[src/design/gss_pkg.sv]
// ----------------------------------------------------------------------------
// gss_pkg
// Shared types and constants for the gear shift sequencer.
// ----------------------------------------------------------------------------
`default_nettype none

package gss_pkg;

    localparam int CFG_IDX_W = 3;
    localparam int TIME_W    = 16;
    localparam int GEAR_W    = 4;
    localparam int LEVEL_W   = 8;

    // configuration register indexes
    localparam logic [CFG_IDX_W-1:0] CFG_UP_NEUTRAL_TO = 3'd0;
    localparam logic [CFG_IDX_W-1:0] CFG_UP_ACT_DELAY  = 3'd1;
    localparam logic [CFG_IDX_W-1:0] CFG_UP_FINISH_TO  = 3'd2;
    localparam logic [CFG_IDX_W-1:0] CFG_DN_ACT_DELAY  = 3'd3;
    localparam logic [CFG_IDX_W-1:0] CFG_DN_FINISH_TO  = 3'd4;
    localparam logic [CFG_IDX_W-1:0] CFG_OL_UP_CUT     = 3'd5;
    localparam logic [CFG_IDX_W-1:0] CFG_OL_DN_CLUTCH  = 3'd6;

    localparam logic [TIME_W-1:0] TIME_SAT = 16'hFFFF;

    localparam logic [LEVEL_W-1:0] LEVEL_NONE = 8'd0;
    localparam logic [LEVEL_W-1:0] LEVEL_IDLE = 8'd127;
    localparam logic [LEVEL_W-1:0] LEVEL_CUT  = 8'd255;

    localparam logic [GEAR_W-1:0] GEAR_NEUTRAL = 4'd0;
    localparam logic [GEAR_W-1:0] GEAR_FIRST   = 4'd1;
    localparam logic [GEAR_W-1:0] GEAR_TOP     = 4'd4;
    localparam logic [GEAR_W-1:0] GEAR_MAX_UP  = 4'd5;

    typedef struct packed {
        logic [TIME_W-1:0] up_neutral_to;
        logic [TIME_W-1:0] up_act_delay;
        logic [TIME_W-1:0] up_finish_to;
        logic [TIME_W-1:0] dn_act_delay;
        logic [TIME_W-1:0] dn_finish_to;
        logic [TIME_W-1:0] ol_up_cut;
        logic [TIME_W-1:0] ol_dn_clutch;
        logic [TIME_W-1:0] ol_up_total;   // saturated delay + cut time
        logic [TIME_W-1:0] ol_dn_total;   // saturated delay + clutch time
    } t_cfg;

endpackage

`default_nettype wire

[src/design/gss_cfg_regs.sv]
// ----------------------------------------------------------------------------
// gss_cfg_regs
// Configuration register file with write decode and open-loop time totals.
// ----------------------------------------------------------------------------
`default_nettype none

module gss_cfg_regs
    import gss_pkg::*;
(
    input  wire logic                 i_clk,
    input  wire logic                 i_rst_n,
    input  wire logic                 i_wr_en,
    input  wire logic [CFG_IDX_W-1:0] i_wr_index,
    input  wire logic [TIME_W-1:0]    i_wr_data,
    output t_cfg                      o_cfg
);

    logic [TIME_W-1:0] r_up_neutral_to, r_up_act_delay, r_up_finish_to;
    logic [TIME_W-1:0] r_dn_act_delay, r_dn_finish_to, r_ol_up_cut, r_ol_dn_clutch;
    logic [TIME_W:0]   up_sum, dn_sum;

    always_ff @(posedge i_clk) begin
        if (!i_rst_n) begin
            r_up_neutral_to <= 16'd300;
            r_up_act_delay  <= 16'd20;
            r_up_finish_to  <= 16'd100;
            r_dn_act_delay  <= 16'd20;
            r_dn_finish_to  <= 16'd150;
            r_ol_up_cut     <= 16'd80;
            r_ol_dn_clutch  <= 16'd100;
        end else if (i_wr_en) begin
            unique case (i_wr_index)
                CFG_UP_NEUTRAL_TO: r_up_neutral_to <= i_wr_data;
                CFG_UP_ACT_DELAY:  r_up_act_delay  <= i_wr_data;
                CFG_UP_FINISH_TO:  r_up_finish_to  <= i_wr_data;
                CFG_DN_ACT_DELAY:  r_dn_act_delay  <= i_wr_data;
                CFG_DN_FINISH_TO:  r_dn_finish_to  <= i_wr_data;
                CFG_OL_UP_CUT:     r_ol_up_cut     <= i_wr_data;
                CFG_OL_DN_CLUTCH:  r_ol_dn_clutch  <= i_wr_data;
                default: ;
            endcase
        end
    end

    assign up_sum = {1'b0, r_up_act_delay} + {1'b0, r_ol_up_cut};
    assign dn_sum = {1'b0, r_dn_act_delay} + {1'b0, r_ol_dn_clutch};

    always_comb begin
        o_cfg.up_neutral_to = r_up_neutral_to;
        o_cfg.up_act_delay  = r_up_act_delay;
        o_cfg.up_finish_to  = r_up_finish_to;
        o_cfg.dn_act_delay  = r_dn_act_delay;
        o_cfg.dn_finish_to  = r_dn_finish_to;
        o_cfg.ol_up_cut     = r_ol_up_cut;
        o_cfg.ol_dn_clutch  = r_ol_dn_clutch;
        o_cfg.ol_up_total   = up_sum[TIME_W] ? TIME_SAT : up_sum[TIME_W-1:0];
        o_cfg.ol_dn_total   = dn_sum[TIME_W] ? TIME_SAT : dn_sum[TIME_W-1:0];
    end

endmodule

`default_nettype wire

[src/design/gear_shift_sequencer.sv]
// ----------------------------------------------------------------------------
// gear_shift_sequencer
// Gearbox shift sequencer stepped by one 1 ms tick per input transfer.
// ----------------------------------------------------------------------------
// Each input transfer is one millisecond tick carrying the sensed gear and the
// shift request bits; each tick yields exactly one output transfer with the
// actuator levels, cut level, busy flag and, on the tick a shift ends, the
// shift time. The sequence state update is a single short combinational step
// from the state registers into the state and output registers, so the block
// takes one tick per clock cycle when not stalled, with output valid in the
// cycle after the input transfer. The output register stalls only the input
// side when the downstream holds tready low with a result already waiting.
// ----------------------------------------------------------------------------
`default_nettype none

module gear_shift_sequencer
    import gss_pkg::*;
(
    input  wire logic                 i_clk,
    input  wire logic                 i_rst_n,
    // configuration write channel
    input  wire logic                 i_cfg_valid,
    output logic                      o_cfg_ready,
    input  wire logic [CFG_IDX_W-1:0] i_cfg_index,
    input  wire logic [TIME_W-1:0]    i_cfg_data,
    // tick input stream
    input  wire logic                 s_axis_tvalid,
    output logic                      s_axis_tready,
    input  wire logic [7:0]           s_axis_tdata,  // sensed_gear[3:0], want_up[4],
                                                     // want_down[5], zero pad [7:6]
    // result stream
    output logic                      m_axis_tvalid,
    input  wire logic                 m_axis_tready,
    output logic [31:0]               m_axis_tdata,  // gear_up_drive[0],
                                                     // gear_down_drive[1], cut_drive[2],
                                                     // clutch_drive[3], cut_level[11:4],
                                                     // busy_res[12], time_valid[13],
                                                     // shift_time[29:14], zero pad [31:30]
    output logic                      m_axis_tuser   // time_is_down[0]
);

    localparam logic [3:0] PH_IDLE         = 4'd0;
    localparam logic [3:0] PH_UP_NEUTRAL   = 4'd1;
    localparam logic [3:0] PH_UP_CUT       = 4'd2;
    localparam logic [3:0] PH_UP_FINISH    = 4'd3;
    localparam logic [3:0] PH_DN_NEUTRAL   = 4'd4;
    localparam logic [3:0] PH_DN_REVMATCH  = 4'd5;
    localparam logic [3:0] PH_DN_FINISH    = 4'd6;
    localparam logic [3:0] PH_OL_UP_CUT    = 4'd7;
    localparam logic [3:0] PH_OL_UP_FINISH = 4'd8;
    localparam logic [3:0] PH_OL_DN_CLUTCH = 4'd9;
    localparam logic [3:0] PH_OL_DN_FINISH = 4'd10;

    t_cfg cfg;

    gss_cfg_regs u_cfg_regs (
        .i_clk      (i_clk),
        .i_rst_n    (i_rst_n),
        .i_wr_en    (i_cfg_valid),
        .i_wr_index (i_cfg_index),
        .i_wr_data  (i_cfg_data),
        .o_cfg      (cfg)
    );

    assign o_cfg_ready = 1'b1;

    // sequence state
    logic [3:0]         r_phase,      n_phase;
    logic [GEAR_W-1:0]  r_start_gear, n_start_gear;
    logic [TIME_W-1:0]  r_phase_ms,   n_phase_ms;
    logic [TIME_W-1:0]  r_shift_ms,   n_shift_ms;
    logic               r_up,  n_up;
    logic               r_dn,  n_dn;
    logic               r_cut, n_cut;
    logic               r_clu, n_clu;
    logic [LEVEL_W-1:0] r_level, n_level;
    // result register
    logic               r_out_valid;
    logic [31:0]        r_out_data, n_out_data;
    logic               r_out_user, n_out_user;

    logic [GEAR_W-1:0]  gear;
    logic               want_up, want_dn;
    logic               t_valid, t_down;
    logic [TIME_W-1:0]  t_time;
    logic [TIME_W-1:0]  ph_inc, sh_inc;
    logic               take;

    assign gear    = s_axis_tdata[3:0];
    assign want_up = s_axis_tdata[4];
    assign want_dn = s_axis_tdata[5];

    assign s_axis_tready = !r_out_valid || m_axis_tready;
    assign take          = s_axis_tvalid && s_axis_tready;

    assign ph_inc = (r_phase_ms == TIME_SAT) ? TIME_SAT : r_phase_ms + 16'd1;
    assign sh_inc = (r_shift_ms == TIME_SAT) ? TIME_SAT : r_shift_ms + 16'd1;

    always_comb begin
        n_phase      = r_phase;
        n_start_gear = r_start_gear;
        n_phase_ms   = r_phase_ms;
        n_shift_ms   = r_shift_ms;
        n_up         = r_up;
        n_dn         = r_dn;
        n_cut        = r_cut;
        n_clu        = r_clu;
        n_level      = r_level;
        t_valid      = 1'b0;
        t_down       = 1'b0;
        t_time       = '0;

        if (r_phase == PH_IDLE) begin
            if (want_up) begin
                n_start_gear = gear;
                n_phase_ms   = '0;
                n_shift_ms   = '0;
                if (gear > GEAR_MAX_UP) begin
                    n_up    = 1'b1;
                    n_phase = PH_OL_UP_CUT;
                end else if (gear != GEAR_TOP) begin
                    n_up    = 1'b1;
                    n_phase = (gear == GEAR_NEUTRAL) ? PH_UP_NEUTRAL : PH_UP_CUT;
                end
            end else if (want_dn) begin
                n_start_gear = gear;
                n_phase_ms   = '0;
                n_shift_ms   = '0;
                if (gear > GEAR_TOP) begin
                    n_dn    = 1'b1;
                    n_phase = PH_OL_DN_CLUTCH;
                end else if (gear != GEAR_NEUTRAL) begin
                    n_dn    = 1'b1;
                    n_phase = (gear == GEAR_FIRST) ? PH_DN_NEUTRAL : PH_DN_REVMATCH;
                end
            end
        end else begin
            n_phase_ms = ph_inc;
            n_shift_ms = sh_inc;
            unique case (r_phase)
                PH_UP_NEUTRAL: begin
                    if (gear == GEAR_FIRST || ph_inc > cfg.up_neutral_to) begin
                        n_up    = 1'b0;
                        t_valid = 1'b1;
                        t_time  = sh_inc;
                        n_phase = PH_IDLE;
                    end
                end
                PH_UP_CUT: begin
                    if (ph_inc > cfg.up_act_delay) begin
                        n_cut      = 1'b1;
                        n_phase_ms = '0;
                        n_level    = LEVEL_CUT;
                        n_phase    = PH_UP_FINISH;
                    end
                end
                PH_UP_FINISH: begin
                    // start gear is 1, 2, 3 or 5 here, so the next gear fits in five bits
                    if ({1'b0, gear} == {1'b0, r_start_gear} + 5'd1 ||
                        ph_inc > cfg.up_finish_to) begin
                        t_valid = 1'b1;
                        t_time  = sh_inc;
                        n_cut   = 1'b0;
                        n_up    = 1'b0;
                        n_level = LEVEL_IDLE;
                        n_phase = PH_IDLE;
                    end
                end
                PH_DN_NEUTRAL, PH_DN_REVMATCH: begin
                    if (ph_inc > cfg.dn_act_delay) begin
                        n_clu      = 1'b1;
                        n_phase_ms = '0;
                        if (r_phase == PH_DN_REVMATCH) begin
                            n_level = LEVEL_NONE;
                        end
                        n_phase = PH_DN_FINISH;
                    end
                end
                PH_DN_FINISH: begin
                    if ((r_start_gear != GEAR_NEUTRAL && gear == r_start_gear - 4'd1) ||
                        ph_inc > cfg.dn_finish_to) begin
                        t_valid = 1'b1;
                        t_down  = 1'b1;
                        t_time  = sh_inc;
                        n_clu   = 1'b0;
                        n_dn    = 1'b0;
                        n_level = LEVEL_IDLE;
                        n_phase = PH_IDLE;
                    end
                end
                PH_OL_UP_CUT: begin
                    if (ph_inc > cfg.up_act_delay) begin
                        n_cut      = 1'b1;
                        n_phase_ms = '0;
                        n_phase    = PH_OL_UP_FINISH;
                    end
                end
                PH_OL_UP_FINISH: begin
                    if (ph_inc > cfg.ol_up_cut) begin
                        n_cut   = 1'b0;
                        n_up    = 1'b0;
                        t_valid = 1'b1;
                        t_time  = cfg.ol_up_total;
                        n_phase = PH_IDLE;
                    end
                end
                PH_OL_DN_CLUTCH: begin
                    if (ph_inc > cfg.dn_act_delay) begin
                        n_clu      = 1'b1;
                        n_phase_ms = '0;
                        n_phase    = PH_OL_DN_FINISH;
                    end
                end
                PH_OL_DN_FINISH: begin
                    if (ph_inc > cfg.ol_dn_clutch) begin
                        n_clu   = 1'b0;
                        n_dn    = 1'b0;
                        t_valid = 1'b1;
                        t_down  = 1'b1;
                        t_time  = cfg.ol_dn_total;
                        n_phase = PH_IDLE;
                    end
                end
                default: n_phase = PH_IDLE;
            endcase
        end

        n_out_data = {2'b00, t_time, t_valid, (n_phase != PH_IDLE), n_level,
                      n_clu, n_cut, n_dn, n_up};
        n_out_user = t_down;
    end

    always_ff @(posedge i_clk) begin
        if (!i_rst_n) begin
            r_phase      <= PH_IDLE;
            r_start_gear <= GEAR_NEUTRAL;
            r_phase_ms   <= '0;
            r_shift_ms   <= '0;
            r_up         <= 1'b0;
            r_dn         <= 1'b0;
            r_cut        <= 1'b0;
            r_clu        <= 1'b0;
            r_level      <= LEVEL_IDLE;
            r_out_valid  <= 1'b0;
        end else begin
            if (take) begin
                r_phase      <= n_phase;
                r_start_gear <= n_start_gear;
                r_phase_ms   <= n_phase_ms;
                r_shift_ms   <= n_shift_ms;
                r_up         <= n_up;
                r_dn         <= n_dn;
                r_cut        <= n_cut;
                r_clu        <= n_clu;
                r_level      <= n_level;
                r_out_valid  <= 1'b1;
            end else if (m_axis_tready) begin
                r_out_valid  <= 1'b0;
            end
        end
    end

    always_ff @(posedge i_clk) begin
        if (take) begin
            r_out_data <= n_out_data;
            r_out_user <= n_out_user;
        end
    end

    assign m_axis_tvalid = r_out_valid;
    assign m_axis_tdata  = r_out_data;
    assign m_axis_tuser  = r_out_user;

endmodule

`default_nettype wire
[config.mk]
export PLATFORM = sky130hd
export DESIGN_NAME = gear_shift_sequencer
export DESIGN_NICKNAME = d
export VERILOG_FILES = /design/src/design/gss_pkg.sv /design/src/design/gss_cfg_regs.sv /design/src/design/gear_shift_sequencer.sv
export SDC_FILE = /design/constraint.sdc
export NUM_CORES = 1
export LEC_CHECK = 0
export ABC_AREA = 1
export BUFFER_PORTS_ARGS = -buffer_cell sky130_fd_sc_hd__buf_4
export CAP_MARGIN = 30
export CORE_AREA = 2 2 166 168
export DETAILED_ROUTE_END_ITERATION = 16
export DIE_AREA = 0 0 168 170
export GPL_TIMING_DRIVEN = 0
export PLACE_DENSITY = 0.69
export SLEW_MARGIN = 20
export SYNTH_ARGS = -nofsm -noshare
export SYNTH_HDL_FRONTEND = slang
export SYNTH_SLANG_ARGS = --single-unit
[constraint.sdc]
create_clock -name i_clk -period 10.7 [get_ports i_clk]
set_input_delay 3.21 -clock i_clk [delete_from_list [all_inputs] [get_ports i_clk]]
set_output_delay 3.21 -clock i_clk [all_outputs]
set_load 0.02 [all_outputs]
# Word-level counts from Yosys, hierarchy flattened
# Index checks and enable logic that the tools add are counted.
# W data, S select, Z words.
dict set report totals {
  reg_bits 196
  inputBits 32
  out_inout_bits 36
  wordCells 165
}
dict set report classes {
  n_addsub 6
  order_cmp 9
  eq_ne 23
  n_mux 80
  n_reduce_logical 27
}
# op count
set ops {}
lappend ops {{$mux W16} 15}
lappend ops {{$gt A16 B16 Y1} 7}
lappend ops {{$pmux W16 S5} 1}
lappend ops {{$mux W4} 18}
lappend ops {{$mux W8} 6}
lappend ops {{$pmux W4 S9} 1}
lappend ops {{$add A16 B16 Y17} 2}
lappend ops {{$add A16 B1 Y16 const B} 2}
lappend ops {{$eq A16 B16 Y1 const B} 2}
lappend ops {{$pmux W16 S2} 1}
lappend ops {{$pmux W8 S4} 1}
lappend ops {{$mux W1} 30}
lappend ops {{$eq A4 B3 Y1 const B} 4}
lappend ops {{$reduce_and A2 Y1} 8}
lappend ops {{$eq A4 B4 Y1 const B} 3}
lappend ops {{$reduce_bool A4 Y1} 3}
lappend ops {{$eq A3 B3 Y1 const B} 3}
lappend ops {{$pmux W1 S3} 3}
lappend ops {{$eq A4 B1 Y1 const B} 2}
lappend ops {{$eq A4 B2 Y1 const B} 2}
lappend ops {{$gt A4 B3 Y1 const B} 2}
lappend ops {{$logic_not A4 Y1} 2}
lappend ops {{$eq A3 B2 Y1 const B} 2}
lappend ops {{$add A4 B1 Y5 const B} 1}
lappend ops {{17 further kinds} 24}

# Logic depth before layout (Yosys ltp)
dict set report depth {
  ltp_word 8
  depth_mapped 28
  ltp_nobuf 27
}

# Hierarchy
# From an unflattened synthesis, not the netlist that was laid out.
dict set report unflattened {
  hier_cells 2089
  hier_area_um2 13879.6
}
# mod n_inst cells_per_inst area_per_inst_um2 seq_area_each_um2
set by_module_without_submodules {}
lappend by_module_without_submodules {gear_shift_sequencer 1 1162 7830.0 1991.9}
lappend by_module_without_submodules {gss_cfg_regs 1 927 6049.6 2242.2}

# Worst setup path before layout
# OpenSTA, ideal clock, no wires.
dict set report synth_timing {
  kind {input to output}
  start {input port m_axis_tready}
  end {output port s_axis_tready}
  t_arrival_ns 3.406
  required_ns 7.490
  path_slack_ns 4.084
  cell_stages 2
  path_buffers 0
  path_cell_list {inv_1 -> nand2_1}
}
dict set report synth_via {
  elab_chain_cells 1
}
# item line
set synth_lines {}
lappend synth_lines {{from (decl)} gear_shift_sequencer.sv:33} ;# input wire logic m_axis_tready,
lappend synth_lines {{$logic_or A1 B1 Y1} gear_shift_sequencer.sv:93} ;# assign s_axis_tready = !r_out_valid || m_axis_tready;
lappend synth_lines {{to (decl)} gear_shift_sequencer.sv:28} ;# output logic s_axis_tready,
# Every way passes these cells.

# Worst setup path after layout
# Ends and elaborated chain as after synthesis.

==> out/results.txt <==
Die width: 168 um
Ant. Diodes: 0
Maximum clock rate: 147 MHz
Syn-to-layout area delta: 11.7%
Startpoint Class: input pin
RSZ-0062 raised after global routing: false
WL final: 40200 um
Share of cells above drive strength 1: 8.68%
Worst Tran Pin Value: 1.05 ns
Worst Hold Class: reg -> reg
Core ar.: 26700 um^2
DR vias: 12859
Final Wtd Congestion: 0.939
Cts hold-fix bufs: 0
Setup crit start: m_axis_tready
Drt first pass iters: 6
Vias per cell: 5.57
Buffers on Ports: 61
Final hold vios: 0
Clock sink count: 196
Number of buffers created by CTS: 17
CTS resizes: 0
Root Driver: clkbuf_16
Reg2reg end: m_axis_tdata[22]
Asr flop ratio synth: 0%
Share of the synthesized area in the top cell type: 25.1%
Final worst-path cycle share: 63.7%
Post-synthesis cell type count: 48
Top-Level Pins: 68
Reg2reg start: r_phase_ms[0]
GRT overflow: 0
CTS tree: done
Clk_skew: 0.0204 ns
Worst reg2reg setup slack: 5.22 ns
Remaining DRCs: 0
Peak supply drop: 0.0803 mV
Worst Path Max Fanout: 3
Multiplexer share of the synthesized area: 0%
Initial antenna violation count: 0
Yosys reg bits: 196
Sequential fraction of the synthesis area: 32.1%
GRT Resource Usage Total: 28.4%
NumNets Final: 2131
DRC marker count from the first detailed-route iteration: 1282
Reg2Reg Depth: 26
Ys flop type: dfxtp_1
Initial Utilization: 49.4%
Routed WL per cell: 17.4 um
Number of flops mapped to enable cells by yosys: 31
DP Worst Slack: 3.89 ns
Post-CTS Setup Inserts: 0
Max-slew headroom: 29.8%
Post-DRT Antenna Nets: 0
Cells after Synth: 1872
Largest family of logic cells by synthesized area: simple AND/OR/NAND/NOR gates
CP endpoint kind: output pin
Max-slew violations: 0
Final Worst Setup Slack: 3.89 ns
Die area: 28600 um^2
WP data arrival: 3.60 ns
Ys Warns: 0
Die Ht: 170 um
Finished Cell Area: 14700 um^2
Status: completed
CTS clock-pin slew for the worst setup and hold paths: 0.08 ns
Post-synth top cells: nand2_1 (411), inv_1 (271), a21oi_1 (215)
Post-synthesis simple-gate area fraction: 24.1%
Worst setup path endpoint: s_axis_tready
Largest net degree at the start of global routing: 30
Cell row count: 60
Complex-gate fraction of the synthesized area: 18.6%
Synth top area cells: dfxtp_1 (25%), ha_1 (13%), nand2_1 (12%)
Crit Path Class: in -> out
H-tree levels: 4
Leak pwr: 6.86 nW
Xor/xnor cell area share of the yosys netlist: 1.53%
Placed Area: 14100 um^2
Post-Synth Adder-Cell Area: 13.7%
Max clock buf depth: 2
Cell Area, Synth: 13200 um^2
Total of max-cap violations: 0
Worst skew pair latency: 0.46 ns
Syn avg cell area: 7.04 um^2
First-pass GRT wire length: 62700 um
Post-detail-place hpwl: 30000 um
Hold depth: 2
Hold path start: u_cfg_regs.r_up_finish_to[15]
Worst EP required: 7.49 ns
Sum Neg Setup Slack: 0 ns
Final min period: 6.81 ns
Vias in the first global route: 11554
Post-synth top area cell: dfxtp_1
Final setup fails: 0
Most instantiated library cell after synthesis: nand2_1
Power per cell area: 121 nW/um^2
-- how the worst min path moves through the flow --
stage                                          endpoint  slack [ns]
final                     u_cfg_regs.r_up_finish_to[15]        0.46
after global routing       u_cfg_regs.r_dn_finish_to[5]        0.48
after CTS                  u_cfg_regs.r_up_finish_to[8]        0.47
after detailed placement  u_cfg_regs.r_up_neutral_to[4]        0.45
after global placement     u_cfg_regs.r_up_finish_to[8]        0.45
after floorplan           u_cfg_regs.r_dn_finish_to[10]        0.44
-- layer usage --
metal | vias to the layer above | share of wire [%] | track usage (%) | routed length (um)
met3 | 62 | 8.0 | 3.60 | 3220
met4 | 0 | 2.3 | 8.02 | 915
li1 | 6400 | - | - | -
met2 | 500 | 44 | 45.9 | 17800
met5 | - | 0 | 0 | 0
met1 | 5897 | 46 | 39.9 | 18300
-- cell families after synthesis --
| group | Yosys count |
|---|---|
| buffers and inverters | 335 |
| xor gates and xnor gates | 23 |
| adders and majority gates | 143 |
| AOI/OAI and AO/OA | 442 |
| other | 2 |
| DFF | 196 |
| and+or+nand+nor | 731 |
-- layout make-up --
type                            count  area, um^2
Buffer                             53         240
Clock buffer                       17         425
Clock inverter                     15         180
Fill cell                        2585       11900
Inverter                          282        1060
Multi-Input combinational cell   1342        7650
Sequential cell                   196        4230
Tap cell                          341         427
Timing Repair Buffer               64         493
-- layout by cell type (no fill, tap or decap), drive strengths merged, types with 13 or more instances in the layout --
cell type / n
xor2: 13
ha: 141
a21oi: 225
nand2: 424
clkbuf: 58
buf: 76
inv: 288
edfxtp: 31
nor3: 24
o21ai: 149
dfxtp: 165
nand4: 20
nand3: 134
nor2: 118
o211ai: 24
-- critical path, cell delays in order --
cell	delay (ns)
buf_4	0.11
inv_1	0.04
nand2_1	0.08
buf_4	0.17
-- power breakdown --
part	total (mW)	leakage, nW	switching (mW)	internal (mW)
Clock	0.664	0.295	0.345	0.319
Combinational	0.310	4.92	0.208	0.102
Sequential	0.805	1.65	0.0212	0.783
-- metrics by stage --
stage	total power [mW]	hold WS [ns]	cells	util [%]
2_1_floorplan	1.02	0.435	1873	-
3_3_place_gp	1.12	0.450	2275	52.8
3_5_place_dp	1.13	0.453	2278	52.9
4_1_cts	1.78	0.467	2310	55.2
5_1_grt	1.86	0.484	2310	55.2
6_report	1.78	0.462	2310	55.2
-- state kept, by name (all words and copies together) (netlist names) --
| register | flops |
|---|---|
| m_axis_tdata | 30 |
| u_cfg_regs.r_up_neutral_to | 16 |
| r_phase_ms | 16 |
| u_cfg_regs.r_dn_finish_to | 16 |
| r_shift_ms | 16 |
| r_cut | 1 |
| r_clu | 1 |
| u_cfg_regs.r_up_finish_to | 16 |
| m_axis_tuser | 1 |
| u_cfg_regs.r_up_act_delay | 16 |
| r_phase | 4 |
| r_level | 8 |
| r_start_gear | 4 |
| u_cfg_regs.r_dn_act_delay | 16 |
| r_dn | 1 |
| u_cfg_regs.r_ol_up_cut | 16 |
| r_up | 1 |
| m_axis_tvalid | 1 |
| u_cfg_regs.r_ol_dn_clutch | 16 |
Note: power is estimated with default switching activity, not from simulation.
